## config.mk

```make
export PLATFORM = sky130hd
export DESIGN_NAME = json_string_unescape_validate_unit
export DESIGN_NICKNAME = d
export VERILOG_FILES = /design/src/design/jsu_pkg.sv /design/src/design/jsu_decode.sv /design/src/design/jsu_burst.sv /design/src/design/json_string_unescape_validate_unit.sv
export VERILOG_INCLUDE_DIRS = /design/src /design/src/design
export SDC_FILE = /design/constraint.sdc
export NUM_CORES = 1
export LEC_CHECK = 0
export BUFFER_PORTS_ARGS = -buffer_cell sky130_fd_sc_hd__buf_2
export CORE_ASPECT_RATIO = 0.6
export CORE_MARGIN = 4
export CORE_UTILIZATION = 30
export DETAILED_ROUTE_END_ITERATION = 10
export HOLD_SLACK_MARGIN = 0.06
export PLACE_DENSITY = 0.53
export REMOVE_ABC_BUFFERS = 1
export SYNTH_ARGS = -nofsm -noshare
export SYNTH_HDL_FRONTEND = slang
export SYNTH_SLANG_ARGS = --single-unit
```

## constraint.sdc

```tcl
create_clock -name clk_i -period 9.15 [get_ports clk_i]
set_input_delay 1.83 -clock clk_i [delete_from_list [all_inputs] [get_ports clk_i]]
set_output_delay 1.83 -clock clk_i [all_outputs]
set_load 0.01 [all_outputs]
```

## src/design/json_string_unescape_validate_unit_assert.svh

```systemverilog
// Assertion macros for the JSON string unescape unit.
// Standalone header; no dependencies. Empty bodies under SYNTHESIS.
`ifndef JSON_STRING_UNESCAPE_VALIDATE_UNIT_ASSERT_SVH
`define JSON_STRING_UNESCAPE_VALIDATE_UNIT_ASSERT_SVH

`ifndef SYNTHESIS

// Check that a property holds at every clock edge outside reset
`define JSU_ASSERT(lbl, clk, rst_n, prop, msg) \
  lbl: assert property (@(posedge clk) disable iff (!rst_n) prop) else $error(msg);

// Check that a condition never holds outside reset
`define JSU_ASSERT_NEVER(lbl, clk, rst_n, cond, msg) \
  lbl: assert property (@(posedge clk) disable iff (!rst_n) !(cond)) else $error(msg);

`else

`define JSU_ASSERT(lbl, clk, rst_n, prop, msg)
`define JSU_ASSERT_NEVER(lbl, clk, rst_n, cond, msg)

`endif

`endif

```

## src/design/jsu_pkg.sv

```systemverilog
// Shared types, codes and helpers for the JSON string unescape unit.
// No dependencies; imported by every module of the block.
package jsu_pkg;

  // Limits and fixed values
  localparam int MaxInputBytes = 65536;
  localparam logic [20:0] MaxBytesReset = 21'd1048576;
  localparam logic [15:0] SurHiBase = 16'hD800;
  localparam logic [15:0] SurLoBase = 16'hDC00;
  localparam logic [20:0] SuppBase  = 21'h10000;

  // Parser state
  typedef enum logic [3:0] {
    ModeIdle,
    ModeText,
    ModeEsc,
    ModeHexA,
    ModePairBs,
    ModePairU,
    ModeHexB,
    ModeUtf8
  } mode_e;

  // Result status codes
  typedef enum logic [3:0] {
    StData,
    StDone,
    StQuote,
    StCtrl,
    StUtf8,
    StEscTrunc,
    StEscBad,
    StUniTrunc,
    StUniBad,
    StSurr,
    StLimit,
    StUnterm
  } status_e;

  // Results caused by one input byte: up to four data bytes or one status
  typedef struct packed {
    logic [2:0]       cnt;
    status_e          status;
    logic [3:0][7:0]  data;
  } res_t;

  // Value of an ASCII hex digit; bit 4 set marks a non-digit
  function automatic logic [4:0] hex_value(input logic [7:0] b);
    logic [7:0] v;
    v = 8'h10;
    if (b inside {[8'h30:8'h39]}) begin
      v = b - 8'h30;
    end else if (b inside {[8'h61:8'h66]}) begin
      v = b - 8'h61 + 8'd10;
    end else if (b inside {[8'h41:8'h46]}) begin
      v = b - 8'h41 + 8'd10;
    end
    return v[4:0];
  endfunction

  // Continuation bytes that a UTF-8 lead byte needs; 0 for a bad lead
  function automatic logic [1:0] lead_count(input logic [7:0] b);
    logic [1:0] n;
    n = 2'd0;
    if (b inside {[8'hC2:8'hDF]}) begin
      n = 2'd1;
    end else if (b inside {[8'hE0:8'hEF]}) begin
      n = 2'd2;
    end else if (b inside {[8'hF0:8'hF4]}) begin
      n = 2'd3;
    end
    return n;
  endfunction

endpackage

```

## src/design/jsu_decode.sv

```systemverilog
// Per-byte parser state and decode logic for the JSON string unescape unit.
// Depends on jsu_pkg. Produces the full result set of one byte combinationally.
module jsu_decode import jsu_pkg::*; (
  input  logic        clk_i,
  input  logic        rst_ni,
  input  logic        step_i,
  input  logic [7:0]  byte_i,
  input  logic [15:0] bytes_left_i,
  input  logic [20:0] max_bytes_i,
  output res_t        res_o
);

  mode_e       mode_q, mode_d;
  logic [15:0] acc_q, acc_d;
  logic [15:0] hs_q, hs_d;
  logic [1:0]  dc_q, dc_d;
  logic [7:0]  lead_q, lead_d;
  logic [20:0] cp_q, cp_d;
  logic [1:0]  cl_q, cl_d;
  logic [20:0] cnt_q, cnt_d;

  // Hold parser state; advance only when a byte is stepped through
  always_ff @(posedge clk_i or negedge rst_ni) begin
    if (!rst_ni) begin
      mode_q <= ModeIdle;
      acc_q  <= '0;
      hs_q   <= '0;
      dc_q   <= '0;
      lead_q <= '0;
      cp_q   <= '0;
      cl_q   <= '0;
      cnt_q  <= '0;
    end else if (step_i) begin
      mode_q <= mode_d;
      acc_q  <= acc_d;
      hs_q   <= hs_d;
      dc_q   <= dc_d;
      lead_q <= lead_d;
      cp_q   <= cp_d;
      cl_q   <= cl_d;
      cnt_q  <= cnt_d;
    end
  end

  // Decode one byte: next state plus the results it causes
  always_comb begin
    logic [15:0] bl;
    logic        err;
    status_e     code;
    logic        have;
    logic [20:0] cp;
    logic [1:0]  n;
    logic [4:0]  d;
    logic [15:0] v;
    logic [20:0] cpn;
    logic [2:0]  len;
    logic [21:0] total_len;

    bl = (32'(bytes_left_i) > MaxInputBytes - 1) ? 16'(MaxInputBytes - 1) : bytes_left_i;
    err    = 1'b0;
    code   = StData;
    have   = 1'b0;
    cp     = '0;
    n      = lead_count(byte_i);
    d      = hex_value(byte_i);
    v      = {acc_q[11:0], d[3:0]};
    cpn    = {cp_q[14:0], byte_i[5:0]};
    mode_d = mode_q;
    acc_d  = acc_q;
    hs_d   = hs_q;
    dc_d   = dc_q;
    lead_d = lead_q;
    cp_d   = cp_q;
    cl_d   = cl_q;
    cnt_d  = cnt_q;

    case (mode_q)
      ModeText: begin
        if (byte_i == 8'h22) begin
          err = 1'b1; code = StDone;
        end else if (byte_i < 8'h20 || byte_i == 8'h7F) begin
          err = 1'b1; code = StCtrl;
        end else if (byte_i[7]) begin
          if (n == 2'd0 || bl < {14'd0, n}) begin
            err = 1'b1; code = StUtf8;
          end else begin
            lead_d = byte_i;
            case (n)
              2'd1:    cp_d = {16'd0, byte_i[4:0]};
              2'd2:    cp_d = {17'd0, byte_i[3:0]};
              default: cp_d = {18'd0, byte_i[2:0]};
            endcase
            cl_d   = n;
            mode_d = ModeUtf8;
          end
        end else if (byte_i == 8'h5C) begin
          if (bl == 16'd0) begin
            err = 1'b1; code = StEscTrunc;
          end else begin
            mode_d = ModeEsc;
          end
        end else begin
          have = 1'b1;
          cp   = {13'd0, byte_i};
        end
      end
      ModeEsc: begin
        mode_d = ModeText;
        if (byte_i inside {8'h22, 8'h5C, 8'h2F}) begin
          have = 1'b1;
          cp   = {13'd0, byte_i};
        end else if (byte_i inside {8'h62, 8'h66, 8'h6E, 8'h72, 8'h74}) begin
          err = 1'b1; code = StCtrl;
        end else if (byte_i == 8'h75) begin
          if (bl < 16'd4) begin
            err = 1'b1; code = StUniTrunc;
          end else begin
            mode_d = ModeHexA;
            dc_d   = '0;
            acc_d  = '0;
          end
        end else begin
          err = 1'b1; code = StEscBad;
        end
      end
      ModeHexA, ModeHexB: begin
        if (d[4]) begin
          err = 1'b1; code = StUniBad;
        end else if (dc_q != 2'd3) begin
          acc_d = v;
          dc_d  = dc_q + 2'd1;
        end else begin
          acc_d = '0;
          dc_d  = '0;
          if (mode_q == ModeHexA) begin
            if (v inside {[SurHiBase:16'hDBFF]}) begin
              if (bl < 16'd6) begin
                err = 1'b1; code = StSurr;
              end else begin
                hs_d   = v;
                mode_d = ModePairBs;
              end
            end else if (v inside {[SurLoBase:16'hDFFF]}) begin
              err = 1'b1; code = StSurr;
            end else begin
              have   = 1'b1;
              cp     = {5'd0, v};
              mode_d = ModeText;
            end
          end else begin
            if (v < SurLoBase || v > 16'hDFFF || hs_q < SurHiBase) begin
              err = 1'b1; code = StSurr;
            end else begin
              // Join the pair: high ten bits from the first unit, low ten from the second
              cp     = SuppBase + {1'b0, hs_q[9:0], v[9:0]};
              have   = 1'b1;
              hs_d   = '0;
              mode_d = ModeText;
            end
          end
        end
      end
      ModePairBs: begin
        if (byte_i == 8'h5C) begin
          mode_d = ModePairU;
        end else begin
          err = 1'b1; code = StSurr;
        end
      end
      ModePairU: begin
        if (byte_i != 8'h75) begin
          err = 1'b1; code = StSurr;
        end else if (bl < 16'd4) begin
          err = 1'b1; code = StUniTrunc;
        end else begin
          mode_d = ModeHexB;
          dc_d   = '0;
          acc_d  = '0;
        end
      end
      ModeUtf8: begin
        if (byte_i < 8'h80 || byte_i > 8'hBF || lead_count(lead_q) == 2'd0 ||
            cl_q == 2'd0) begin
          err = 1'b1; code = StUtf8;
        end else if (cl_q == lead_count(lead_q) &&
                     ((lead_q == 8'hE0 && byte_i < 8'hA0) ||
                      (lead_q == 8'hED && byte_i >= 8'hA0) ||
                      (lead_q == 8'hF0 && byte_i < 8'h90) ||
                      (lead_q == 8'hF4 && byte_i > 8'h8F))) begin
          // Overlong, surrogate or out-of-range form seen at first continuation
          err = 1'b1; code = StUtf8;
        end else begin
          cl_d = cl_q - 2'd1;
          if (cl_q == 2'd1) begin
            have   = 1'b1;
            cp     = cpn;
            cp_d   = '0;
            lead_d = '0;
            mode_d = ModeText;
          end else begin
            cp_d = cpn;
          end
        end
      end
      default: begin
        if (byte_i == 8'h22) begin
          cnt_d  = '0;
          acc_d  = '0;
          hs_d   = '0;
          dc_d   = '0;
          lead_d = '0;
          cp_d   = '0;
          cl_d   = '0;
          mode_d = ModeText;
        end else begin
          err = 1'b1; code = StQuote;
        end
      end
    endcase

    // Encoded length of the decoded character
    if (cp <= 21'h7F) begin
      len = 3'd1;
    end else if (cp <= 21'h7FF) begin
      len = 3'd2;
    end else if (cp <= 21'hFFFF) begin
      len = 3'd3;
    end else begin
      len = 3'd4;
    end
    total_len = {1'b0, cnt_q} + {19'd0, len};

    // Control check first, then the length limit
    if (!err && have) begin
      if (cp < 21'h20 || (cp >= 21'h7F && cp <= 21'h9F)) begin
        err = 1'b1; code = StCtrl;
      end else if (total_len > {1'b0, max_bytes_i}) begin
        err = 1'b1; code = StLimit;
      end
    end

    res_o.cnt    = '0;
    res_o.status = StData;
    res_o.data   = '0;

    if (err || (mode_d != ModeIdle && bl == 16'd0)) begin
      // Report one status and drop back to idle
      res_o.cnt    = 3'd1;
      res_o.status = err ? code : StUnterm;
      mode_d = ModeIdle;
      acc_d  = '0;
      hs_d   = '0;
      dc_d   = '0;
      lead_d = '0;
      cp_d   = '0;
      cl_d   = '0;
    end else if (have) begin
      res_o.cnt = len;
      case (len)
        3'd1: begin
          res_o.data[0] = cp[7:0];
        end
        3'd2: begin
          res_o.data[0] = {3'b110, cp[10:6]};
          res_o.data[1] = {2'b10, cp[5:0]};
        end
        3'd3: begin
          res_o.data[0] = {4'b1110, cp[15:12]};
          res_o.data[1] = {2'b10, cp[11:6]};
          res_o.data[2] = {2'b10, cp[5:0]};
        end
        default: begin
          res_o.data[0] = {5'b11110, cp[20:18]};
          res_o.data[1] = {2'b10, cp[17:12]};
          res_o.data[2] = {2'b10, cp[11:6]};
          res_o.data[3] = {2'b10, cp[5:0]};
        end
      endcase
      cnt_d = total_len[20:0];
    end
  end

endmodule

```

## src/design/jsu_burst.sv

```systemverilog
// Result register and burst drain for the JSON string unescape unit.
// Depends on jsu_pkg. Emits the results of one byte, one per cycle while the output is ready.
module jsu_burst import jsu_pkg::*; (
  input  logic       clk_i,
  input  logic       rst_ni,
  input  logic       load_i,
  input  res_t       res_i,
  output logic       free_o,
  output logic       out_valid_o,
  input  logic       out_ready_i,
  output logic [7:0] out_byte_o,
  output logic [3:0] status_o,
  output logic       last_of_run_o
);

  logic [2:0]      cnt_q, cnt_d;
  logic [1:0]      idx_q, idx_d;
  status_e         status_q;
  logic [3:0][7:0] data_q;
  logic            take;

  assign out_valid_o   = (cnt_q != 3'd0);
  assign last_of_run_o = ({1'b0, idx_q} + 3'd1 == cnt_q);
  assign out_byte_o    = data_q[idx_q];
  assign status_o      = status_q;
  assign take          = out_valid_o && out_ready_i;
  assign free_o        = !out_valid_o || (take && last_of_run_o);

  // Advance through the burst; reload once the last result leaves
  always_comb begin
    cnt_d = cnt_q;
    idx_d = idx_q;
    if (free_o) begin
      cnt_d = load_i ? res_i.cnt : 3'd0;
      idx_d = '0;
    end else if (take) begin
      idx_d = idx_q + 2'd1;
    end
  end

  always_ff @(posedge clk_i or negedge rst_ni) begin
    if (!rst_ni) begin
      cnt_q <= '0;
      idx_q <= '0;
    end else begin
      cnt_q <= cnt_d;
      idx_q <= idx_d;
    end
  end

  // Capture payload with each load
  always_ff @(posedge clk_i) begin
    if (free_o && load_i) begin
      status_q <= res_i.status;
      data_q   <= res_i.data;
    end
  end

endmodule

```

## src/design/json_string_unescape_validate_unit.sv

```systemverilog
// JSON string unescape and UTF-8 validate unit, top level. Uses jsu_pkg, jsu_decode, jsu_burst.
// Path: a request waits in the input register, is decoded combinationally and loads into the result register.
// Throughput: one input byte per cycle while the output is ready and each byte yields at most one result; a byte
// that decodes to n bytes holds the result register until the one-result-per-cycle drain has emitted them all.
// Reset: asynchronous active low; parser idles awaiting a quote, limit register to 1048576.
`include "json_string_unescape_validate_unit_assert.svh"
module json_string_unescape_validate_unit import jsu_pkg::*; (
  input  logic        clk_i,
  input  logic        rst_ni,
  input  logic        cfg_valid_i,
  output logic        cfg_ready_o,
  input  logic [20:0] cfg_data_i,
  input  logic        in_valid_i,
  output logic        in_ready_o,
  input  logic [7:0]  in_byte_i,
  input  logic [15:0] bytes_left_i,
  output logic        out_valid_o,
  input  logic        out_ready_i,
  output logic [7:0]  out_byte_o,
  output logic [3:0]  status_o,
  output logic        last_of_run_o
);

  logic [20:0] max_q;
  logic        in_v_q;
  logic [7:0]  byte_q;
  logic [15:0] bl_q;
  logic        res_free;
  logic        move;
  res_t        res;

  assign cfg_ready_o = 1'b1;
  assign move        = in_v_q && res_free;
  assign in_ready_o  = !in_v_q || res_free;

  // Limit register
  always_ff @(posedge clk_i or negedge rst_ni) begin
    if (!rst_ni) begin
      max_q <= MaxBytesReset;
    end else if (cfg_valid_i && cfg_ready_o) begin
      max_q <= cfg_data_i;
    end
  end

  // Input register: hold the request until the result register takes it
  always_ff @(posedge clk_i or negedge rst_ni) begin
    if (!rst_ni) begin
      in_v_q <= 1'b0;
    end else if (in_ready_o) begin
      in_v_q <= in_valid_i;
    end
  end

  always_ff @(posedge clk_i) begin
    if (in_valid_i && in_ready_o) begin
      byte_q <= in_byte_i;
      bl_q   <= bytes_left_i;
    end
  end

  jsu_decode u_decode (
    .clk_i        (clk_i),
    .rst_ni       (rst_ni),
    .step_i       (move),
    .byte_i       (byte_q),
    .bytes_left_i (bl_q),
    .max_bytes_i  (max_q),
    .res_o        (res)
  );

  jsu_burst u_burst (
    .clk_i         (clk_i),
    .rst_ni        (rst_ni),
    .load_i        (move),
    .res_i         (res),
    .free_o        (res_free),
    .out_valid_o   (out_valid_o),
    .out_ready_i   (out_ready_i),
    .out_byte_o    (out_byte_o),
    .status_o      (status_o),
    .last_of_run_o (last_of_run_o)
  );

  // A status result is always the only, and so the last, result of its byte
  `JSU_ASSERT(a_status_last, clk_i, rst_ni, (out_valid_o && status_o != StData) |-> (last_of_run_o && out_byte_o == 8'd0), "status result not last or carries data")

  // A full input register never takes a new request while the result side stalls
  `JSU_ASSERT_NEVER(a_no_overrun, clk_i, rst_ni, in_v_q && out_valid_o && !out_ready_i && in_ready_o, "input taken while result stalled")

  // An unfinished burst, stalled or not, is never dropped before its last result
  `JSU_ASSERT(a_burst_hold, clk_i, rst_ni, (out_valid_o && !last_of_run_o) |=> out_valid_o, "burst dropped before last result")

endmodule
```

==> qor.yml, run 1 <==
outcome: "complete, no violations"
track_usage_pct: 17.8
post-dp-hpwl_mm: 25.4
cts_tree: "done"
start_util_pct: 30.9
tns_ps: 0
crit_family: "simple AND/OR/NAND/NOR gates"
start_kind: "flip-flop"
cp.buffers_inverters: 2
end_kind: "flip-flop"
postRouteAntennaNets: 0
period_needed_ps: 8400
ir_worst_vdd_mv: 0.154
powerDensity_nw_per_um2: 173
worst_path_max_delay_cell: "edfxtp_1"
rsz0062_at_grt: "false"
clk-insertion-delay-late_ps: 460
p_leak_uw: 0.00494
r2r.worst_path.cells: 28
finish.instance_area_um2: 12400
fin_skew_ps: 15.1
syn_to_final_growth_pct: 12.8
grt_max_degree: 69
antenna_found_initial: 0
fp.dieArea_um2: 39800
drv_slew: 0
synth_top_area_cell: "dfrtp_1"
wl_per_cell_um: 20.6
worstMarginPinSlew_ps: 1160
grt_overflow_total: 0
cp_num_cells: 28
cts.clk_slew.worst_paths_ps: 70
cts_setup_buffers: 0
ys_types: 93
io_pins: 66
layout-drive-gt1-share_pct: 15.0
grt_pass1_wl_mm: 55.2
fin_ws_ps: 749
timing.slew.headroom_pct: 22.4
die_h_um: 156
ys_seq_area_share_pct: 39.8
cts_max_path_buffers: 2
setup_violations: 0
dr.pass1.iters: 5
synthCells: 1207
io_buffers: 64
avgSynthCellArea_um2: 9.09
cap_viol_max_count: 0
gp_congestion: 0.921
holdPathStages: 1
numCtsBuffers: 17
place_area_um2: 11800
hold_viol: 0
synth_edf_count: 57
htreeDepth: 4
std_cell_rows: 53
yosysTopAreaCellShare_pct: 23.9
cp_max_fo: 22
viasPerCell: 5.69
period_share_pct: 91.8
cts_root_buffer: "clkbuf_16"
crit_type: "flip-flop to flip-flop"
required_ps: 9320
synthTopCellsByArea: "dfrtp_1 (24%), edfxtp_1 (16%), a41oi_1 (4.2%)"
timing.fmax_mhz: 119
worstPathArrival_ps: 8570
synth_warnings: 0
vias: 9767
slowest_delay_ps: 580
wl_mm: 35.3
cts_sinks: 163
hold_class: "flip-flop to flip-flop"
syn_area_um2: 11000
pre_cts_slack_ps: 578
diodes: 0
die_w_um: 255
hold_slack_ps: 505
synth_seq_cells: 163
drtIter0Drc: 1107
nNetsFinal: 1322
grt_pass1_vias: 9058
core_um2: 35500
drc_errors: 0
ys.flop_type: "dfrtp_1"
fin_util_pct: 34.8
async_reset_ff_share_pct: 65.0
## through the flow
stage          total power, µW  cells
6_report                  2140   1716
2_1_floorplan             1190   1122
3_5_place_dp              1410   1684
3_3_place_gp              1400   1684
5_1_grt                   2250   1716
4_1_cts                   2160   1716
## synthesized netlist by cell type, drive strengths merged, types with 7 or more instances
cell,count
buf,26
o211ai,17
nor4,26
xnor2,13
nor3b,7
a21o,12
a211oi,21
xor2,13
nand4,10
nand3,33
a31oi,11
ha,35
o31ai,8
inv,70
a22oi,7
mux4,7
clkbuf,59
a21oi,53
o21ai,107
o21a,9
nand2b,13
a41oi,52
nor2b,11
o22ai,7
dfrtp,105
nor3,42
nand2,86
and3,34
edfxtp,57
and2,34
nor2,89
o2bb2ai,16
nor4b,15
## per-layer routing
layer	global-route usage (%)	part of all wire, %
met5	0	0
met4	3.14	0.94
met3	5.25	9.4
met2	21.7	36
met1	30.0	53
## final timing paths
check | end | slack, ps | start
setup / recovery | u_burst.data_q[29] | 750 | byte_q[0]
hold / removal | u_decode.cnt_q[0] | 510 | u_decode.cnt_q[0]
setup reg to reg | u_burst.data_q[29] | 750 | byte_q[0]
hold reg to reg | u_decode.cnt_q[0] | 510 | u_decode.cnt_q[0]
max in group asynchronous | u_decode.hs_q[12] | 6490 | rst_ni
min in group asynchronous | max_q[2] | 1380 | rst_ni
## power by group
| part | total (µW) | switching [µW] | internal (µW) |
|---|---|---|---|
| Sequential | 932 | 53.9 | 878 |
| Combinational | 458 | 316 | 143 |
| Clock | 754 | 344 | 410 |
## registers in the layout, summed over array words and instances (netlist names), 3 cells and up
register / count
u_decode.lead_q: 8
u_burst.status_o: 4
u_decode.mode_q: 4
u_burst.cnt_q: 3
u_decode.cnt_q: 21
max_q: 21
u_burst.data_q: 29
byte_q: 8
u_decode.cp_q: 15
bl_q: 16
u_decode.hs_q: 15
u_decode.acc_q: 12
## layout make-up
class	count	area, µm²
Clock buffer	17	425
Multi-Input combinational cell	889	6010
Tap cell	467	584
Clock inverter	15	171
Inverter	70	263
Fill cell	3669	23200
Sequential cell	163	4370
Timing Repair Buffer	95	556
## placed cells by master, fill, tap and decap left out, types with 32 or more instances in the layout
master / instances
nand2_1: 86
ha_1: 35
buf_2: 63
dfrtp_1: 105
o21ai_0: 84
and2_1: 33
nor3_1: 38
a21oi_1: 47
nand3_1: 33
edfxtp_1: 57
buf_4: 32
nor2_1: 88
inv_1: 69
a41oi_1: 52
and3_1: 34
## cell families (layout without fill, tap and decap cells)
group,Yosys count,in the layout,share of synthesized area [%]
AND/OR/NAND/NOR,438,438,21.7
AO/OA/AOI/OAI,375,375,24.5
flip-flops,163,163,39.8
buffers and inverters,155,197,5.78
adder cells (fa/ha/maj),36,36,4.17
XOR/XNOR,26,26,2.08
multiplexers,13,13,2.03
other,1,1,0.0342
## timing repair
action / 4_1_cts / 5_1_grt
hold endpoints to repair: 0 / 0
resized for setup: 0 / 4
setup endpoints to repair: 0 / 51
hold buffers: 0 / 0
Power figures use the tool's default switching activity.
==> run 2: changes to the inputs <==
PLACE_DENSITY = not set   (was 0.53)
PLACE_DENSITY_LB_ADDON = 0.3   (was not set)
==> run 2 against run 1 <==
Effect of this change: power is 1.7% lower; sequential cell count stayed put; worst setup slack hardly changed; die area stayed put; clock power is 4.2% lower; largest power group unchanged; global-route usage hardly changed; wire length is 1.2% lower; critical path type unchanged; worst hold slack worse by 2.8 ps; final area is 0.23% lower; maximum frequency hardly changed; cell count hardly changed; critical path depth is 1 higher.
==> qor.yml, run 2 (synthesis gave the netlist of run 1 again) <==
r2r_end: "u_burst.data_q[16]"
io_buffers: 64
start_util_pct: 30.9
timing.fmax_mhz: 119
antenna_found_initial: 0
hold_slack_ps: 502
drv_slew: 0
fin_util_pct: 34.7
combPwrFrac_pct: 21.4
std_cell_rows: 53
hold_start: "u_decode.cnt_q[0]"
track_usage_pct: 17.8
cts_root_buffer: "clkbuf_16"
nNetsFinal: 1320
die_w_um: 255
syn_to_final_growth_pct: 12.5
viasPerCell: 5.71
top_regs: "u_burst.data_q x29, max_q x21, u_decode.cnt_q x21"
holdPathStages: 1
rsz0062_at_grt: "false"
numCtsBuffers: 17
n_fill_cell: 3669
r2r.worst_path.cells: 29
pre_cts_slack_ps: 730
min_to: "u_decode.cnt_q[0]"
cts_max_path_buffers: 2
wl_per_cell_um: 20.3
ir_worst_vdd_mv: 0.134
hold_viol: 0
grt_max_degree: 61
fp.dieArea_um2: 39800
vias: 9795
layout-drive-gt1-share_pct: 14.5
cts_tree: "done"
grt_pass1_wl_mm: 55.3
cts_hold_buf: 0
postCtsResizedCells: 0
fin_skew_ps: 17.7
p_seq_share_pct: 44.4
outcome: "complete, no violations"
core_um2: 35500
p_leak_uw: 0.00492
wl_mm: 34.9
p_int_uw: 1400
slowest_delay_ps: 640
crit_type: "flip-flop to flip-flop"
period_needed_ps: 8400
clkPwrFrac_pct: 34.2
cap_viol_max_count: 0
setup_violations: 0
timing.slew.headroom_pct: 20.4
clk-insertion-delay-late_ps: 450
largest_register_ffs: 29
postRouteAntennaNets: 0
drtIter0Drc: 1172
htreeDepth: 4
drc_errors: 0
grt_overflow_total: 0
tns_ps: 0
gp_congestion: 0.916
cts.clk_slew.worst_paths_ps: 70
fin_ws_ps: 749
worstMarginPinSlew_ps: 1190
cts_setup_buffers: 0
cp_max_fo: 17
worstPathArrival_ps: 8600
r2r_start: "byte_q[1]"
mostFrequentLayoutCells: "dfrtp_1 (105), nor2_1 (88), nand2_1 (86)"
worst_path_max_delay_cell: "edfxtp_1"
required_ps: 9350
powerDensity_nw_per_um2: 171
start_kind: "flip-flop"
cts_sinks: 163
dr.pass1.iters: 6
post-dp-hpwl_mm: 25.0
p_sw_share_pct: 33.5
netSwitchingPower_uw: 706
final_common_cell: "dfrtp_1"
hold_class: "flip-flop to flip-flop"
end_kind: "flip-flop"
crit_start: "byte_q[1]"
io_pins: 66
ff2ff_setup_slack_ps: 750
largest-register: "u_burst.data_q"
grt_pass1_vias: 9195
die_h_um: 156
period_share_pct: 91.8
[run 2: how the worst max path moves through the flow]
| stage | to | slack (ps) | cells after the start |
|---|---|---|---|
| after detailed placement | u_burst.data_q[16] | 730 | 29 |
| final | u_burst.data_q[16] | 750 | 29 |
| after global placement | u_burst.data_q[16] | 950 | 30 |
| after floorplan | u_decode.cl_q[0] | 570 | 27 |
| after global routing | u_burst.data_q[16] | 40 | 29 |
| after CTS | u_burst.data_q[16] | 710 | 29 |
[run 2: cell type report]
| class | count | area (µm²) | share of cell area, % |
|---|---|---|---|
| Antenna cell | 1 | 2.50 | 0.0203 |
| Clock buffer | 18 | 429 | 3.47 |
| Clock inverter | 14 | 143 | 1.15 |
| Inverter | 70 | 263 | 2.13 |
| Multi-Input combinational cell | 889 | 6020 | 48.8 |
| Sequential cell | 163 | 4370 | 35.3 |
| Tap cell | 467 | 584 | 4.73 |
| Timing Repair Buffer | 93 | 541 | 4.38 |
[run 2: through the flow]
stage | instance area (µm²) | power, µW | instances
after floorplan | 10600 | 1190 | 1122
after detailed placement | 11700 | 1400 | 1682
after global routing | 12300 | 2230 | 1714
after CTS | 12300 | 2130 | 1714
final | 12400 | 2110 | 1715
after global placement | 11700 | 1390 | 1682
[run 2: power by group through the flow]
stage / clock (µW) / sequential [µW] / combinational, µW
CTS: 740 / 937 / 449
finish: 722 / 937 / 450
global placement: 0 / 950 / 445
detailed placement: 0 / 952 / 447
global route: 778 / 950 / 498
floorplan: 0 / 943 / 251
[run 2: routing by layer]
layer	vias up	global-route usage, %	routed length, µm	share of wire (%)
met5	-	0	0	0
met4	0	3.45	278	0.80
met3	18	5.75	3510	10
met2	405	21.9	13000	37
met1	4758	29.2	18000	52
li1	4614	-	-	-
[run 2: critical path: cells and delay by family (launching register included)]
| kind | cells | cell delay (ps) |
|---|---|---|
| simple gates | 11 | 3060 |
| compound gates | 11 | 2960 |
| fa+ha+maj | 4 | 1010 |
| flops | 1 | 640 |
| buf+inv | 2 | 280 |
| xor+xnor | 1 | 180 |
==> run 3: changes to the inputs <==
ABC_AREA = 1   (was not set)
TNS_END_PERCENT = 20   (was not set)
==> run 3 against run 2 <==
Effect of this change: register-to-register slack improved by 20 ps; final area increased by 2.5%; critical endpoint is now u_burst.data_q[27]; via count increased by 9.7%; die area increased by 2.5%; non-clock buffer count decreased by 15; utilization decreased by 0.24 points; sequential share of layout area decreased by 0.86 points; clock skew decreased by 7.5 ps; first-iteration DRC count increased by 0.51%; cell count increased by 25%; largest cell class unchanged; critical path type unchanged.
==> qor.yml, run 3 <==
outcome: "complete, no violations"
diodes: 0
syn_area_um2: 11300
numCtsBuffers: 17
required_ps: 9450
rsz0062_at_grt: "false"
setup_violations: 0
timing.fmax_mhz: 119
cts_max_path_buffers: 2
final_common_cell: "nand2_1"
powerDensity_nw_per_um2: 205
ir_worst_vdd_mv: 0.129
cts_sinks: 163
crit_type: "flip-flop to flip-flop"
cts.clk_slew.worst_paths_ps: 80
grt_pass1_wl_mm: 57.0
synth_seq_cells: 163
gp_congestion: 0.970
drv_slew: 0
syn_to_final_growth_pct: 12.4
hold_viol: 0
clk-insertion-delay-late_ps: 450
mostFrequentLayoutCells: "nand2_1 (483), inv_1 (172), nor2_1 (162)"
htreeDepth: 4
ys_types: 59
synth_edf_count: 57
postRouteAntennaNets: 0
tns_ps: 0
slowest_delay_ps: 620
synth_warnings: 0
worst_path_max_delay_cell: "edfxtp_1"
cp.buffers_inverters: 4
grt_pass1_vias: 9807
drtIter0Drc: 1178
yosysTopAreaCellShare_pct: 23.3
wl_per_cell_um: 17.0
p_leak_uw: 0.00578
cts_root_buffer: "clkbuf_16"
io_pins: 66
viasPerCell: 5.03
post-dp-hpwl_mm: 27.0
fin_util_pct: 34.5
n_fill_cell: 3865
worstMarginPinSlew_ps: 890
cap_viol_max_count: 0
io_buffers: 64
dr.pass1.iters: 5
cts_tree: "done"
async_reset_ff_share_pct: 65.0
period_share_pct: 91.5
start_util_pct: 30.7
synthCells: 1586
vias: 10700
yosys-top-cells-count: "nand2_1 (483), inv_1 (172), nor2_1 (164), dfrtp_1 (105), o21ai_0 (99)"
grt_max_degree: 58
hold_class: "flip-flop to flip-flop"
fp.dieArea_um2: 40800
synthTopCellsByArea: "dfrtp_1 (23%), nand2_1 (16%), edfxtp_1 (15%)"
ys.flop_type: "dfrtp_1"
antenna_found_initial: 0
synth_top_area_cell: "dfrtp_1"
die_h_um: 158
grt_overflow_total: 0
cp_max_fo: 21
wl_mm: 36.2
track_usage_pct: 17.9
crit_family: "simple AND/OR/NAND/NOR gates"
layout-drive-gt1-share_pct: 11.4
period_needed_ps: 8380
timing.slew.headroom_pct: 40.5
core_um2: 36700
start_kind: "flip-flop"
largest_register_ffs: 29
cts_hold_buf: 0
yosysMostFrequentCell: "nand2_1"
avgSynthCellArea_um2: 7.10
largest-register: "u_burst.data_q"
drc_errors: 0
nNetsFinal: 1705
worstPathArrival_ps: 8670
top_regs: "u_burst.data_q x29, max_q x21, u_decode.cnt_q x21"
ys_seq_area_share_pct: 38.8
cts_setup_buffers: 0
end_kind: "flip-flop"
std_cell_rows: 54
die_w_um: 258
fin_skew_ps: 10.2
## run 3: cell count changes in the layout (fill, tap and decap cells not counted), sizes merged, moves of 21 or more
cell   change
and3      -33
nor2      +89
inv      +116
nand2    +412
nand4     +58
a21oi     -21
a41oi     -52
nand3     +53
o21ai     +32
and2      -33
## run 3: area by class of cell
type | count | area, µm² | area share, %
multi-input combinational | 1167 | 5870 | 46.4
timing repair buffer | 78 | 428 | 3.38
tap | 504 | 631 | 4.98
inverter | 192 | 721 | 5.69
clock buffer | 17 | 425 | 3.36
sequential | 163 | 4370 | 34.5
clock inverter | 15 | 218 | 1.72
## run 3: worst paths after layout
path / slack (ps) / to / start / cells past startpoint
max: 770 / u_burst.data_q[27] / byte_q[0] / 40
min: 480 / u_decode.lead_q[6] / u_decode.lead_q[6] / 2
max reg2reg: 770 / u_burst.data_q[27] / byte_q[0] / 40
min reg2reg: 480 / u_decode.lead_q[6] / u_decode.lead_q[6] / 2
max in group asynchronous: 6470 / u_decode.cp_q[9] / rst_ni / 2
min in group asynchronous: 1460 / max_q[10] / rst_ni / 1
## run 3: timing repair
item                                    4_1_cts  5_1_grt
endpoints found under the setup margin        0       72
hold endpoints to repair                      0        0
resized for setup                             0        4
## run 3: kinds of logic after synthesis
kind of cell,after synthesis,share of synthesized area (%)
buffers and inverters,256,9.19
flip-flops,163,38.8
XOR/XNOR,16,1.24
adder cells (fa/ha/maj),36,4.07
AO/OA/AOI/OAI,217,10.9
AND/OR/NAND/NOR,896,35.7
multiplexers,1,0.100
other,1,0.0333
## run 3: per-layer routing
metal | GRT usage [%] | routed length, µm | up-vias
met5 | 0 | 0 | -
met4 | 4.52 | 587 | 0
met3 | 5.48 | 3870 | 53
met2 | 22.3 | 13000 | 497
met1 | 28.7 | 18700 | 4912
li1 | - | - | 5287
## run 3: stage by stage
stage / instance area, µm² / power (µW) / cells / setup WS [ps] / hold slack, ps
3_3_place_gp: 12000 / 1800 / 2104 / 665 / 462
6_report: 12700 / 2590 / 2136 / 774 / 479
4_1_cts: 12600 / 2610 / 2136 / 661 / 479
5_1_grt: 12700 / 2760 / 2136 / 55.4 / 519
3_5_place_dp: 12000 / 1800 / 2104 / 699 / 459
2_1_floorplan: 10900 / 1500 / 1522 / 2310 / 442
## run 3: power breakdown
part           switching, µW  leakage [µW]  internal (µW)  total, µW
clock network            360      0.000305            443        803
registers               87.9       0.00198            912       1000
logic                    565       0.00349            222        787
## run 3: worst reg2reg max path: cells and delay by family (launching register included)
kind,cells,cell delay [ps]
AOI/OAI and AO/OA,4,1060
xor gates and xnor gates,1,230
adders and majority gates,4,1260
buffers and inverters,4,760
DFF,1,620
and+or+nand+nor,27,4300
